`src/design/flha_pkg.sv`:
```
// ----------------------------------------------------------------------------
// Free list heap allocator package
// Shared datapath operation codes, status codes and controller/datapath links.
// ----------------------------------------------------------------------------
package flha_pkg;

  // Result status codes
  localparam logic [1:0] ST_OK   = 2'd0;
  localparam logic [1:0] ST_ZERO = 2'd1;
  localparam logic [1:0] ST_OOM  = 2'd2;

  // Smallest block, in bytes, and the chunk size after reset
  localparam logic [31:0] MIN_BLOCK   = 32'd16;
  localparam logic [16:0] CHUNK_RESET = 17'd4096;

  // Prologue and epilogue tag words
  localparam logic [31:0] TAG_PROLOGUE = 32'd9;
  localparam logic [31:0] TAG_EPILOGUE = 32'd1;

  // Datapath operations, one per controller cycle
  typedef enum logic [5:0] {
    OP_NOP,
    OP_ACC,
    OP_INIT,
    OP_W_PAD,
    OP_W_PRO_H,
    OP_W_PRO_F,
    OP_W_EPI,
    OP_RD_BPM4,
    OP_RD_BPM8,
    OP_RD_PBM4,
    OP_RD_NBM4,
    OP_RD_XP4,
    OP_RD_X,
    OP_RD_BP,
    OP_LD_PB,
    OP_LD_PU,
    OP_LD_SZ,
    OP_LD_NU,
    OP_LD_PRED,
    OP_LD_SUCC,
    OP_LD_NEXT,
    OP_ADD_SZ,
    OP_W_BPM4_SZ,
    OP_W_BPSZM8_SZ,
    OP_W_PBM4_SZ,
    OP_W_PBSZM8_SZ,
    OP_W_BPSZM4_ONE,
    OP_W_BPM4_NEED1,
    OP_W_BPNEEDM8_NEED1,
    OP_W_BPM4_SZ1,
    OP_W_BPSZM8_SZ1,
    OP_SPLIT,
    OP_W_NBM4_SZ,
    OP_W_NBSZM8_SZ,
    OP_W_PRED_SUCC,
    OP_HEAD_SUCC,
    OP_W_SUCCP4_PRED,
    OP_W_XP4_ZERO,
    OP_W_HEADP4_X,
    OP_W_X_HEAD,
    OP_X_BP,
    OP_X_PB,
    OP_X_NB,
    OP_BP_PB,
    OP_GROW_SIZE,
    OP_SET_BRK,
    OP_RES_OK,
    OP_RES_ZERO,
    OP_RES_OOM,
    OP_RES_NONE,
    OP_OUT_LOAD
  } op_t;

  // Command from the controller to the datapath
  typedef struct packed {
    op_t op;
  } cmd_t;

  // Status from the datapath to the controller
  typedef struct packed {
    logic kind;
    logic req_zero;
    logic bp_zero;
    logic walk_end;
    logic fit;
    logic pu;
    logic nu;
    logic pred_zero;
    logic succ_zero;
    logic head_zero;
    logic grow_ovf;
    logic split_ok;
    logic free_addr_ok;
    logic free_blk_ok;
  } stat_t;

endpackage

```
`src/design/flha_ctrl.sv`:
```
// ----------------------------------------------------------------------------
// Allocator controller
// Sequences heap setup, first-fit search, growth, split, merge and list edits.
// ----------------------------------------------------------------------------
module flha_ctrl (
  input  logic             clk,
  input  logic             rst,
  input  flha_pkg::stat_t  stat,
  output flha_pkg::cmd_t   cmd,
  input  logic             s_tvalid,
  output logic             s_tready,
  output logic             m_tvalid,
  input  logic             m_tready
);

  typedef enum logic [6:0] {
    S_BOOT0, S_BOOT1, S_BOOT2, S_BOOT3, S_BOOT4,
    S_IDLE, S_DISP, S_A0, S_W0, S_W1, S_W2,
    S_G0, S_G1, S_G2, S_G3, S_G4, S_G5,
    S_M0, S_M1, S_M2, S_M3, S_M4, S_M5, S_M6, S_M7, S_M8, S_MP,
    S_C1A, S_C1B, S_C1C, S_C1D,
    S_C2A, S_C2B, S_C2C, S_C2D, S_C2E,
    S_C3A, S_C3B, S_C3C, S_C3D, S_C3E,
    S_R0, S_R1, S_R2, S_R3, S_R4, S_R5,
    S_P0, S_P1, S_P2,
    S_T0, S_T1, S_T2, S_T3, S_T4, S_T5, S_T6, S_T7, S_T8,
    S_F0, S_F1, S_F2, S_F3, S_FN,
    S_RESOK, S_DONE
  } state_t;

  state_t state, state_next;
  state_t rem_ret, rem_ret_next;
  state_t push_ret, push_ret_next;
  state_t merge_ret, merge_ret_next;
  logic   booting, booting_next;
  logic   m_tvalid_next;
  flha_pkg::op_t op;

  assign cmd.op   = op;
  assign s_tready = (state == S_IDLE);

  // Next state and datapath operation
  always_comb begin
    op             = flha_pkg::OP_NOP;
    state_next     = state;
    rem_ret_next   = rem_ret;
    push_ret_next  = push_ret;
    merge_ret_next = merge_ret;
    booting_next   = booting;
    case (state)
      S_BOOT0: begin op = flha_pkg::OP_W_PAD;   state_next = S_BOOT1; end
      S_BOOT1: begin op = flha_pkg::OP_W_PRO_H; state_next = S_BOOT2; end
      S_BOOT2: begin op = flha_pkg::OP_W_PRO_F; state_next = S_BOOT3; end
      S_BOOT3: begin op = flha_pkg::OP_W_EPI;   state_next = S_BOOT4; end
      S_BOOT4: begin op = flha_pkg::OP_INIT;    state_next = S_G0;    end
      S_IDLE: begin
        if (s_tvalid) begin
          op         = flha_pkg::OP_ACC;
          state_next = S_DISP;
        end
      end
      S_DISP: state_next = stat.kind ? S_F0 : S_A0;
      // Allocate: zero size check, then first-fit walk
      S_A0: begin
        if (stat.req_zero) begin
          op = flha_pkg::OP_RES_ZERO; state_next = S_DONE;
        end else begin
          state_next = S_W0;
        end
      end
      S_W0: begin
        if (stat.bp_zero || stat.walk_end) begin
          state_next = S_G0;
        end else begin
          op = flha_pkg::OP_RD_BPM4; state_next = S_W1;
        end
      end
      S_W1: begin
        if (stat.fit) begin
          state_next = S_T0;
        end else begin
          op = flha_pkg::OP_RD_BP; state_next = S_W2;
        end
      end
      S_W2: begin op = flha_pkg::OP_LD_NEXT; state_next = S_W0; end
      // Heap growth
      S_G0: begin op = flha_pkg::OP_GROW_SIZE; state_next = S_G1; end
      S_G1: begin
        if (stat.grow_ovf) begin
          if (booting) begin
            booting_next = 1'b0; state_next = S_IDLE;
          end else begin
            op = flha_pkg::OP_RES_OOM; state_next = S_DONE;
          end
        end else begin
          op = flha_pkg::OP_W_BPM4_SZ; state_next = S_G2;
        end
      end
      S_G2: begin op = flha_pkg::OP_W_BPSZM8_SZ;  state_next = S_G3; end
      S_G3: begin op = flha_pkg::OP_W_BPSZM4_ONE; state_next = S_G4; end
      S_G4: begin
        op = flha_pkg::OP_SET_BRK; merge_ret_next = S_G5; state_next = S_M0;
      end
      S_G5: begin
        if (booting) begin
          booting_next = 1'b0; state_next = S_IDLE;
        end else begin
          state_next = S_T0;
        end
      end
      // Merge with free neighbors
      S_M0: begin op = flha_pkg::OP_RD_BPM8; state_next = S_M1; end
      S_M1: begin op = flha_pkg::OP_LD_PB;   state_next = S_M2; end
      S_M2: begin op = flha_pkg::OP_RD_PBM4; state_next = S_M3; end
      S_M3: begin op = flha_pkg::OP_LD_PU;   state_next = S_M4; end
      S_M4: begin op = flha_pkg::OP_RD_BPM4; state_next = S_M5; end
      S_M5: begin op = flha_pkg::OP_LD_SZ;   state_next = S_M6; end
      S_M6: begin op = flha_pkg::OP_RD_NBM4; state_next = S_M7; end
      S_M7: begin op = flha_pkg::OP_LD_NU;   state_next = S_M8; end
      S_M8: begin
        if (stat.pu && !stat.nu) begin
          op = flha_pkg::OP_X_NB; rem_ret_next = S_C1A; state_next = S_R0;
        end else if (!stat.pu && stat.nu) begin
          op = flha_pkg::OP_X_PB; rem_ret_next = S_C2A; state_next = S_R0;
        end else if (!stat.pu && !stat.nu) begin
          op = flha_pkg::OP_X_PB; rem_ret_next = S_C3A; state_next = S_R0;
        end else begin
          state_next = S_MP;
        end
      end
      S_C1A: begin op = flha_pkg::OP_RD_NBM4;     state_next = S_C1B; end
      S_C1B: begin op = flha_pkg::OP_ADD_SZ;      state_next = S_C1C; end
      S_C1C: begin op = flha_pkg::OP_W_BPM4_SZ;   state_next = S_C1D; end
      S_C1D: begin op = flha_pkg::OP_W_BPSZM8_SZ; state_next = S_MP;  end
      S_C2A: begin op = flha_pkg::OP_RD_PBM4;     state_next = S_C2B; end
      S_C2B: begin op = flha_pkg::OP_ADD_SZ;      state_next = S_C2C; end
      S_C2C: begin op = flha_pkg::OP_W_PBM4_SZ;   state_next = S_C2D; end
      S_C2D: begin op = flha_pkg::OP_W_PBSZM8_SZ; state_next = S_C2E; end
      S_C2E: begin op = flha_pkg::OP_BP_PB;       state_next = S_MP;  end
      S_C3A: begin
        op = flha_pkg::OP_X_NB; rem_ret_next = S_C3B; state_next = S_R0;
      end
      S_C3B: begin op = flha_pkg::OP_RD_PBM4; state_next = S_C3C; end
      S_C3C: begin op = flha_pkg::OP_ADD_SZ;  state_next = S_C3D; end
      S_C3D: begin op = flha_pkg::OP_RD_NBM4; state_next = S_C3E; end
      S_C3E: begin op = flha_pkg::OP_ADD_SZ;  state_next = S_C2C; end
      S_MP: begin
        op = flha_pkg::OP_X_BP; push_ret_next = merge_ret; state_next = S_P0;
      end
      // Unlink a block from the free list
      S_R0: begin op = flha_pkg::OP_RD_XP4;  state_next = S_R1; end
      S_R1: begin op = flha_pkg::OP_LD_PRED; state_next = S_R2; end
      S_R2: begin op = flha_pkg::OP_RD_X;    state_next = S_R3; end
      S_R3: begin op = flha_pkg::OP_LD_SUCC; state_next = S_R4; end
      S_R4: begin
        op = stat.pred_zero ? flha_pkg::OP_HEAD_SUCC : flha_pkg::OP_W_PRED_SUCC;
        state_next = S_R5;
      end
      S_R5: begin
        if (!stat.succ_zero) begin
          op = flha_pkg::OP_W_SUCCP4_PRED;
        end
        state_next = rem_ret;
      end
      // Push a block on the head of the free list
      S_P0: begin op = flha_pkg::OP_W_XP4_ZERO; state_next = S_P1; end
      S_P1: begin
        if (!stat.head_zero) begin
          op = flha_pkg::OP_W_HEADP4_X;
        end
        state_next = S_P2;
      end
      S_P2: begin op = flha_pkg::OP_W_X_HEAD; state_next = push_ret; end
      // Take a fitting block, splitting off the rest when large enough
      S_T0: begin op = flha_pkg::OP_RD_BPM4; state_next = S_T1; end
      S_T1: begin op = flha_pkg::OP_LD_SZ;   state_next = S_T2; end
      S_T2: begin
        op = flha_pkg::OP_X_BP; rem_ret_next = S_T3; state_next = S_R0;
      end
      S_T3: begin
        op = stat.split_ok ? flha_pkg::OP_W_BPM4_NEED1 : flha_pkg::OP_W_BPM4_SZ1;
        state_next = S_T4;
      end
      S_T4: begin
        if (stat.split_ok) begin
          op = flha_pkg::OP_W_BPNEEDM8_NEED1; state_next = S_T5;
        end else begin
          op = flha_pkg::OP_W_BPSZM8_SZ1; state_next = S_RESOK;
        end
      end
      S_T5: begin op = flha_pkg::OP_SPLIT;       state_next = S_T6; end
      S_T6: begin op = flha_pkg::OP_W_NBM4_SZ;   state_next = S_T7; end
      S_T7: begin op = flha_pkg::OP_W_NBSZM8_SZ; state_next = S_T8; end
      S_T8: begin
        op = flha_pkg::OP_X_NB; push_ret_next = S_RESOK; state_next = S_P0;
      end
      // Free: validate the block, clear its tags, then merge
      S_F0: begin
        if (!stat.free_addr_ok) begin
          op = flha_pkg::OP_RES_NONE; state_next = S_DONE;
        end else begin
          op = flha_pkg::OP_RD_BPM4; state_next = S_F1;
        end
      end
      S_F1: begin op = flha_pkg::OP_LD_SZ; state_next = S_F2; end
      S_F2: begin
        if (stat.free_blk_ok) begin
          op = flha_pkg::OP_W_BPM4_SZ; state_next = S_F3;
        end else begin
          op = flha_pkg::OP_RES_NONE; state_next = S_DONE;
        end
      end
      S_F3: begin
        op = flha_pkg::OP_W_BPSZM8_SZ; merge_ret_next = S_FN; state_next = S_M0;
      end
      S_FN:    begin op = flha_pkg::OP_RES_NONE; state_next = S_DONE; end
      S_RESOK: begin op = flha_pkg::OP_RES_OK;   state_next = S_DONE; end
      // Hand the result to the output register once it is free
      S_DONE: begin
        if (!m_tvalid || m_tready) begin
          op = flha_pkg::OP_OUT_LOAD; state_next = S_IDLE;
        end
      end
      default: state_next = S_IDLE;
    endcase
  end

  // Output valid flag
  always_comb begin
    if (op == flha_pkg::OP_OUT_LOAD) begin
      m_tvalid_next = 1'b1;
    end else if (m_tready) begin
      m_tvalid_next = 1'b0;
    end else begin
      m_tvalid_next = m_tvalid;
    end
  end

  // State and registered outputs
  always_ff @(posedge clk) begin
    if (rst) begin
      state     <= S_BOOT0;
      booting   <= 1'b1;
      m_tvalid  <= 1'b0;
      rem_ret   <= S_IDLE;
      push_ret  <= S_IDLE;
      merge_ret <= S_IDLE;
    end else begin
      state     <= state_next;
      booting   <= booting_next;
      m_tvalid  <= m_tvalid_next;
      rem_ret   <= rem_ret_next;
      push_ret  <= push_ret_next;
      merge_ret <= merge_ret_next;
    end
  end

  // The output register is only reloaded once its last item has left.
  a_out_free: assert property (@(posedge clk) disable iff (rst)
    (op == flha_pkg::OP_OUT_LOAD) |-> (!m_tvalid || m_tready))
    else $error("result loaded over an undelivered item");

  // No item is taken while the heap is still being set up.
  a_boot_no_accept: assert property (@(posedge clk) disable iff (rst)
    booting |-> !(s_tvalid && s_tready))
    else $error("item accepted during heap setup");

  // An accepted item always leads to dispatch next cycle.
  a_accept_disp: assert property (@(posedge clk) disable iff (rst)
    (s_tvalid && s_tready) |=> (state == S_DISP))
    else $error("accepted item not dispatched");

endmodule

```
`config.mk`:
```
export PLATFORM = sky130hd
export DESIGN_NAME = flha_ctrl
export DESIGN_NICKNAME = d
export VERILOG_FILES = /design/src/design/flha_pkg.sv /design/src/design/flha_ctrl.sv
export SDC_FILE = /design/constraint.sdc
export NUM_CORES = 1
export LEC_CHECK = 0
export ABC_CLOCK_PERIOD_IN_PS = 4400
export BUFFER_PORTS_ARGS = -buffer_cell sky130_fd_sc_hd__buf_4
export CORE_UTILIZATION = 45
export DETAILED_ROUTE_END_ITERATION = 16
export MAX_ROUTING_LAYER = met4
export PLACE_DENSITY_LB_ADDON = 0.12
export SLEW_MARGIN = 0
export SYNTH_ARGS = -nofsm -noshare
export SYNTH_HDL_FRONTEND = slang
export SYNTH_SLANG_ARGS = --single-unit
export TNS_END_PERCENT = 5
```
`constraint.sdc`:
```
create_clock -name clk -period 4.4 [get_ports clk]
set_input_delay 0.44 -clock clk [delete_from_list [all_inputs] [get_ports clk]]
set_output_delay 0.44 -clock clk [all_outputs]
set_load 0.01 [all_outputs]
```
==> key figures <==
Worst setup path
  – CP max stage delay: 0.85 ns
  – Max stage delay cell, worst path: nor3_2
  – R2r endpoint: state[1]
  – R2R setup slack: 1.08 ns
  – Worst Setup Start Kind: register
  – Critical-path maximum fanout: 35
  – Reg2Reg Launch Point: state[5]
  – CP cell instances: nor3_2 > nand2_1 > o41ai_1 > a21o_1 > a211oi_1 > nand4b_1 > buf_4
  – Setup CP Type: register to output pin
  – R2r worst-path depth: 5
  – Worst setup EP type: output pin
  – CP arrival: 3.36 ns
  – Critical path required time: 3.96 ns

Routing
  – Final wirelength: 13,890 µm
  – Starting DRT DRC Count: 627
  – Vias/cell: 7.886
  – Antenna viol nets, final: 0
  – DRC violations left: 0
  – Routed wire per std cell: 28.29 µm
  – Drt pass-1 iters: 9
  – Via count: 3,872

Run status
  – Outcome: finished clean

Synthesis
  – Cells after Synth: 415
  – Most frequent cell after synthesis: nor2_1
  – Mean Syn Cell Area: 6.862 µm²
  – Unique masters post-synth: 75
  – Leading area contributor after synthesis: dfxtp_1
  – Dominant synthesized flop cell: dfxtp_1
  – Post-synth top area share: 14.76%
  – Post-synth ARST share: 0%
  – FF+latch count, synth: 21
  – Post-synth top cells: 38 x nor2_1, 29 x nand2_1, 27 x nor3_1, 26 x a21oi_1, 21 x dfxtp_1
  – Mapped cell area: 2848 µm²
  – Seq/Total Area, Yosys: 14.76%
  – Synth Warn #: 0
  – Synth area leaders: dfxtp_1 15%, nor2_1 5.0%, nor3_1 4.7%, a21oi_1 4.6%, nand2_1 3.8%
  – Synth Net Count: 438
  – EDFF count, synth: 0

Clocking
  – Hold Buf Count CTS: 0
  – CTS Root Cell: clkbuf_8
  – CTS sink count: 21
  – Post-CTS setup buffers: 0
  – Longest Clk Path Bufs: 2
  – Cts bufs inserted: 3
  – H-tree Lvls: 1
  – Worst-path clk slew: 0.08 ns
  – Clk_lat worst skew: 0.27 ns
  – Post-cts resize count: 0
  – CTS tree: built

Place
  – DP Worst Slack: 1.166 ns
  – Hpwl dp: 10,230 µm
  – Buffers on Ports: 25
  – Final RePlAce weighted congestion: 1.076

Floorplanning
  – Area of the core: 6026 µm²
  – Die area: 6650 µm²
  – Initial core utilization: 47.26%
  – Row cnt: 28
  – Chip Height: 81.55 µm
  – Boundary pin count: 26
  – Die X: 81.55 µm

Global route
  – GRT Resource Usage Total: 44.27%
  – First-pass GRT wire length: 20,640 µm
  – Grt ovf: 0
  – Largest net degree at the start of global routing: 36
  – Vias in the first global route: 3,501
  – Initial antenna violation count: 0

Timing
  – Slew HR: 17.42%
  – Unrepaired setup endpoints after global routing: no
  – Tcrit/Tclk final: 86.34%
  – Worst setup margin: 0.6009 ns
  – # setup viols final: 0
  – Setup TNS: 0 ns
  – Pins Over Slew Limit: 0
  – Fin Clk Skew: 0.006157 ns
  – Worst slew pin tran: 1.237 ns
  – Minimum clock period: 3.799 ns
  – Hold Vio Cnt, Final: 0
  – Peak Freq: 0.2632 GHz

Pwr
  – PD cells: 566.3 nW/µm²
  – Lkg Pwr: 1.085 nW
  – Max rail drop VDD: 485.0 µV

Finish
  – P&R area growth vs syn: 7.030%
  – Storage element area: 420.4 µm²
  – Area of the multi-input gates: 2181 µm²
  – Share of layout cells above drive strength 1: 12.50%
  – Number of diodes: 0
  – Nets: 440
  – Final Core Density: 50.58%
  – Fillcell total: 626

Hold path
  – Hold Crit Class: register to register
  – Worst Hold Launch: merge_ret[4]
  – Hold Path Cell Cnt: 2
  – Hold EP: merge_ret[4]

Run
  – Max Cap Viol: 0
## placed cells by master, fill, tap and decap left out, types with 6 or more instances in the layout
cell type,count
nor4_1,9
buf_4,36
o32ai_1,6
a211oi_1,8
a31oi_1,9
dfxtp_1,21
a21oi_1,26
inv_1,8
nand3b_1,6
o21ai_0,16
o211ai_1,6
nand2b_1,14
nor2b_1,12
nor2_1,38
o22ai_1,7
or3_1,7
nor3_1,27
nand2_1,29
nand4_1,6
a22oi_1,6
nand3_1,19
## how the worst max path moves through the flow
| stage | start | cells past startpoint | to | slack, ns |
|---|---|---|---|---|
| floorplan | state[4] | 8 | cmd[0] | 2.26 |
| global placement | state[5] | 7 | cmd[0] | 1.0 |
| detailed placement | state[5] | 7 | cmd[0] | 1.17 |
| CTS | state[5] | 7 | cmd[0] | 0.84 |
| global route | state[5] | 7 | cmd[1] | 0.59 |
| finish | state[5] | 7 | cmd[0] | 0.60 |
## routing by layer
layer / GRT usage (%) / up-vias / routed length, µm
li1: - / 1607 / -
met1: 55.02 / 1731 / 5040
met2: 60.58 / 417 / 5460
met3: 14.44 / 117 / 2190
met4: 28.39 / 0 / 1200
met5: - / - / 0
## power by group
part           internal, W  switching, W  total [W]  leakage (nW)
Combinational     0.000420      0.000848    0.00127         0.893
Clock            0.0000641     0.0000723   0.000136        0.0217
Sequential        0.000212      0.000110   0.000322         0.170
## cell families (layout without fill, tap and decap cells)
kind of cell	count (synthesis)	after routing	share of synthesized area, %
AO/OA/AOI/OAI	140	140	35.15
AND/OR/NAND/NOR	200	200	38.88
adder cells (fa/ha/maj)	5	5	2.197
flip-flops	21	21	14.76
multiplexers	1	1	0.3515
buffers and inverters	48	49	8.655
## registers in the layout, summed over array words and instances, names as in the netlist
signal	flops
booting	1
m_tvalid	1
merge_ret	3
push_ret	4
rem_ret	5
state	7
## final cells by class
cell class              count  area share [%]
multi-input cells         346           71.55
flip-flops and latches     21           13.79
repair buffers             36           8.867
well taps                  75           3.079
clock buffers               3           1.355
inverters                   9           1.108
clock inverters             1          0.2463
## per-stage QoR
step	power, W	instance area [µm²]	std cells	hold slack, ns
6_report	0.001726	3048	491	0.4832
5_1_grt	0.001770	3048	491	0.5170
4_1_cts	0.001635	3048	491	0.4856
3_5_place_dp	0.001495	2999	487	0.4636
3_3_place_gp	0.001523	2999	487	0.4557
2_1_floorplan	0.001094	2848	415	0.4407
## critical path: cells and delay by family (launching register included)
| kind | cells | cell delay, ns |
|---|---|---|
| compound gates | 3 | 0.92 |
| buf+inv | 1 | 0.13 |
| flops | 1 | 0.72 |
| simple gates | 3 | 1.31 |
Note: power is estimated with default switching activity, not from simulation.
